$ cat config.mk
export PLATFORM = sky130hd
export DESIGN_NAME = dvr_ctrl
export DESIGN_NICKNAME = d
export VERILOG_FILES = /design/src/hdl/dvr_pkg.sv /design/src/hdl/dvr_ctrl.sv
export VERILOG_INCLUDE_DIRS = /design/src /design/src/hdl
export SDC_FILE = /design/constraint.sdc
export NUM_CORES = 1
export LEC_CHECK = 0
export ABC_AREA = 1
export BUFFER_PORTS_ARGS = -buffer_cell sky130_fd_sc_hd__buf_2
export CAP_MARGIN = 10
export CORE_AREA = 5 5 42 44
export DETAILED_ROUTE_END_ITERATION = 12
export DIE_AREA = 0 0 47 49
export PLACE_DENSITY_LB_ADDON = 0.1
export SLEW_MARGIN = 20
export SYNTH_ARGS = -nofsm -noshare
export SYNTH_HDL_FRONTEND = slang
export SYNTH_SLANG_ARGS = --single-unit
export TNS_END_PERCENT = 5
$ cat constraint.sdc
create_clock -name i_clk -period 3.1 [get_ports i_clk]
set_input_delay 0 -clock i_clk [delete_from_list [all_inputs] [get_ports i_clk]]
set_output_delay 0 -clock i_clk [all_outputs]
set_load 0.005 [all_outputs]
$ cat src/hdl/assert_macros.svh
// Assertion macros shared by the dominated vertex removal modules.
// Depends on nothing; included by the modules that check their own logic.
`ifndef ASSERT_MACROS_SVH
`define ASSERT_MACROS_SVH

// Checks a property at every rising clock edge outside reset.
`define DVR_ASSERT(label, clk, rst_n, prop, msg) \
    label: assert property (@(posedge clk) disable iff (!rst_n) (prop)) \
        else $error(msg);

// Checks that a condition never holds outside reset.
`define DVR_NEVER(label, clk, rst_n, cond, msg) \
    label: assert property (@(posedge clk) disable iff (!rst_n) !(cond)) \
        else $error(msg);

`endif

$ cat src/hdl/dvr_pkg.sv
// Package for the dominated vertex removal core: widths, command codes and
// the command and status groups between controller and datapath.
package dvr_pkg;

    localparam int W_BITS        = 64;
    localparam int W_IDX         = 6;
    localparam int NODES_DEFAULT = 64;

    typedef enum logic [1:0] {
        CMD_ROW     = 2'd0,
        CMD_PRESENT = 2'd1,
        CMD_CHECK   = 2'd2,
        CMD_RUN     = 2'd3
    } t_command;

    typedef struct packed {
        logic load_row;
        logic load_present;
        logic load_check;
        logic clr_a;
        logic inc_a;
        logic rd_row_a;
        logic nb_latch;
        logic rd_row_n;
        logic inc_n;
        logic and_row;
        logic find_dom;
        logic out_report;
        logic out_summary;
    } t_dp_cmd;

    typedef struct packed {
        logic check_bit;
        logic a_last;
        logic nb_zero;
        logic nb_bit;
        logic n_last;
        logic cand_zero;
        logic out_free;
    } t_dp_status;

endpackage

$ cat src/hdl/dvr_ctrl.sv
// Controller state machine of the dominated vertex removal core.
// Depends on dvr_pkg and assert_macros.svh; drives the datapath commands.
`include "assert_macros.svh"

module dvr_ctrl (
    input  logic                i_clk,
    input  logic                i_rst_n,
    input  logic                i_valid,
    input  logic [1:0]          i_command,
    input  dvr_pkg::t_dp_status i_status,
    output dvr_pkg::t_dp_cmd    o_cmd,
    output logic                o_stall
);

    typedef enum logic [2:0] {
        S_IDLE,
        S_CHECK,
        S_ROW,
        S_SCAN,
        S_AND,
        S_FIND,
        S_REPORT,
        S_SUMMARY
    } t_state;

    t_state r_state;
    t_state n_state;
    dvr_pkg::t_dp_cmd cmd;

    always_comb begin
        cmd     = '0;
        n_state = r_state;
        case (r_state)
            S_IDLE: begin
                if (i_valid) begin
                    case (dvr_pkg::t_command'(i_command))
                        dvr_pkg::CMD_ROW:     cmd.load_row = 1'b1;
                        dvr_pkg::CMD_PRESENT: cmd.load_present = 1'b1;
                        dvr_pkg::CMD_CHECK:   cmd.load_check = 1'b1;
                        dvr_pkg::CMD_RUN: begin
                            cmd.clr_a = 1'b1;
                            n_state   = S_CHECK;
                        end
                        default: ;
                    endcase
                end
            end
            S_CHECK: begin
                if (i_status.check_bit) begin
                    cmd.rd_row_a = 1'b1;
                    n_state      = S_ROW;
                end else if (i_status.a_last) begin
                    n_state = S_SUMMARY;
                end else begin
                    cmd.inc_a = 1'b1;
                end
            end
            S_ROW: begin
                if (!i_status.nb_zero) begin
                    cmd.nb_latch = 1'b1;
                    n_state      = S_SCAN;
                end else if (i_status.a_last) begin
                    n_state = S_SUMMARY;
                end else begin
                    cmd.inc_a = 1'b1;
                    n_state   = S_CHECK;
                end
            end
            S_SCAN: begin
                if (i_status.nb_bit) begin
                    cmd.rd_row_n = 1'b1;
                    n_state      = S_AND;
                end else if (i_status.n_last) begin
                    n_state = S_FIND;
                end else begin
                    cmd.inc_n = 1'b1;
                end
            end
            S_AND: begin
                cmd.and_row = 1'b1;
                if (i_status.n_last) begin
                    n_state = S_FIND;
                end else begin
                    cmd.inc_n = 1'b1;
                    n_state   = S_SCAN;
                end
            end
            S_FIND: begin
                if (!i_status.cand_zero) begin
                    cmd.find_dom = 1'b1;
                    n_state      = S_REPORT;
                end else if (i_status.a_last) begin
                    n_state = S_SUMMARY;
                end else begin
                    cmd.inc_a = 1'b1;
                    n_state   = S_CHECK;
                end
            end
            S_REPORT: begin
                if (i_status.out_free) begin
                    cmd.out_report = 1'b1;
                    if (i_status.a_last) begin
                        n_state = S_SUMMARY;
                    end else begin
                        cmd.inc_a = 1'b1;
                        n_state   = S_CHECK;
                    end
                end
            end
            S_SUMMARY: begin
                if (i_status.out_free) begin
                    cmd.out_summary = 1'b1;
                    n_state         = S_IDLE;
                end
            end
            default: n_state = S_IDLE;
        endcase
    end

    always_ff @(posedge i_clk) begin
        if (!i_rst_n) begin
            r_state <= S_IDLE;
        end else begin
            r_state <= n_state;
        end
    end

    assign o_cmd   = cmd;
    assign o_stall = (r_state != S_IDLE);

    `DVR_ASSERT(a_out_only_when_free, i_clk, i_rst_n,
        (cmd.out_report || cmd.out_summary) |-> i_status.out_free,
        "Result loaded while the output register is occupied.")
    `DVR_ASSERT(a_summary_ends_run, i_clk, i_rst_n,
        cmd.out_summary |=> (r_state == S_IDLE),
        "Run did not end after its summary.")
    `DVR_NEVER(a_one_row_read, i_clk, i_rst_n,
        cmd.rd_row_a && cmd.rd_row_n,
        "Two row reads requested in one cycle.")

endmodule

==> metrics.csv <==
metric;value;unit
status;finished, final reports clean;
holdBufCountCts;0;
area_growth;32.1;%
p_leak;0.391;nW
vias;635;
post-dp-hpwl;1080;um
hold_class;input port to register;
finalSetupTns;0;ns
fin_crit;1.52;ns
slowest_stage;dfxtp_1;
ys_seq_area_share;12.9;%
power.density;593;nW/um^2
drive_gt1_share;33.0;%
syn-cell-area;464;um^2
cts-root-buf;clkbuf_4;
wl_per_cell;9.72;um
max_slew_margin;74.1;%
r2r.worst_path.cells;7;
max_freq;660;MHz
coreArea;1400;um^2
cp-start-kind;register;
largest_registers;r_state x3;
r2r_slack;1.62;ns
nNetsFinal;128;
grt_overflow;0;
crit_chain;inv_1 -> nor2_2 -> nand2_1 -> inv_1 -> nand2_1 -> nand3_1 -> nand2_1 -> nand2_1 -> buf_2;
cpMostUsedCell;nand2_1;
htree_levels;1;
grt_max_degree;13;
postLayoutCoreUtil;43.8;%
ant_nets;0;
synth_nets;100;
post_cts_buffers;0;
slowest_delay;0.50;ns
avgSynthCellArea;5.27;um^2
antenna_found_initial;0;
synthDistinctLibCells;17;
drt_first_pass_iters;4;
slew_viol_final;0;
via_per_inst;4.85;
worst-setup-path-type;register to primary output;
fill_cells;177;
final.setup_skew;0.00493;ns
die_y;49;um
end_kind;primary output;
syn-instance-count;88;
start_util;33.1;%
top_register;r_state;
synth.ff_latch_count;3;
worst-path-max-fanout;8;
hold_violations;0;
timing.final.crit_share;48.9;%
place.gp.congestion;0.819;
path_clk_slew;0.04;ns
tightest_slew;0.388;ns
required;3.10;ns
pre_cts_ws;1.63;ns
numCtsBuffers;3;
track_usage;10.9;%
dieArea;2300;um^2
worstSkewPairLatency;0.23;ns
drc;0;
max_cap_violations;0;
min_to;r_state[2];
r2r_start;r_state[2];
yosys.area.top_type_share;16.2;%
synth_top_cell_by_area;nand2_1;
crit_arrival;1.52;ns
layout_commonest_cell;buf_2;
io_pins;26;
worst_slack;1.58;ns
clock_path_buffers;2;
ir_worst_vdd;0.425;mV
rsz0062_at_grt;no;
final_cell_mix;25 x buf_2, 20 x nand2_1, 15 x inv_1;
synthTopCellsByArea;nand2_1 16%, dfxtp_1 13%, nand3_1 13%;
clock-sinks;3;
drt_iter0_drc;7;
setup_viol;0;
diodes;0;
fp-row-count;14;
wirelength;1270;um
die_x;47;um
largest_reg_flops;3;
grt_pass1_vias;510;
post_cts_resized;0;
grt_pass1_wl;1970;um
cts_tree;built;
numPortBuffers;25;
min_path_cells;3;
worstHoldStart;i_rst_n;
yosys_warnings;0;
reg2reg_to;r_state[0];
==> report_power, final <==
part / internal [W] / total (W) / switching, W
Sequential: 0.0000517 / 0.0000848 / 0.0000331
Combinational: 0.0000820 / 0.000213 / 0.000131
Clock: 0.0000480 / 0.0000659 / 0.0000178
Total: 0.000182 / 0.000363 / 0.000182
==> metrics by stage <==
| step | instance area (um^2) | instances | hold WS, ns | total power [W] |
|---|---|---|---|---|
| finish | 613 | 131 | 0.0240 | 0.000363 |
| global route | 613 | 131 | 0.0143 | 0.000405 |
| CTS | 613 | 131 | 0.0141 | 0.000368 |
| detailed placement | 587 | 127 | 0.257 | 0.000298 |
| global placement | 587 | 127 | 0.265 | 0.000301 |
| floorplan | 464 | 88 | 0.0311 | 0.000247 |
==> cell families after synthesis <==
logic type             count (synthesis)  synth area share, %
AOI/OAI and AO/OA                      6                 6.47
buffers and inverters                 19                 18.9
DFF                                    3                 12.9
and+or+nand+nor                       60                 61.7
==> per-layer routing <==
layer / wire [um] / GRT usage, %
met5: 0 / 0
met1: 578 / 15.3
met3: 140 / 3.32
met4: 0 / 1.38
met2: 554 / 16.5
==> how the worst max path moves through the flow <==
stage,startpoint,end,slack [ns],depth (start not counted)
finish,r_state[1],o_cmd[8],1.58,9
global route,r_state[1],o_cmd[8],1.41,9
CTS,r_state[1],o_cmd[8],1.56,9
detailed placement,r_state[2],r_state[0],1.63,7
global placement,r_state[2],r_state[0],1.68,7
floorplan,r_state[1],r_state[0],1.98,9
==> cells in the mapped netlist (all sizes together) <==
| library cell | count |
|---|---|
| o21ai | 2 |
| nand3b | 2 |
| nor3 | 6 |
| clkinv | 1 |
| inv | 16 |
| nand2 | 22 |
| buf | 2 |
| dfxtp | 3 |
| a21oi | 4 |
| nor2 | 16 |
| nor4 | 1 |
| nand3 | 13 |
==> worst max-delay path: cells and delay by family (launching register included) <==
kind	cells	cell delay [ns]
buffers and inverters	3	0.27
and+or+nand+nor	6	0.53
DFF	1	0.50
==> cell type report <==
| class | count | area [um^2] | area share, % |
|---|---|---|---|
| multi-input combinational | 66 | 317 | 51.6 |
| timing repair buffer | 25 | 125 | 20.4 |
| inverter | 17 | 65.1 | 10.6 |
| sequential | 3 | 60.1 | 9.80 |
| clock buffer | 4 | 26.3 | 4.29 |
| tap | 16 | 20.0 | 3.27 |
Note: power is estimated with default switching activity, not from simulation.
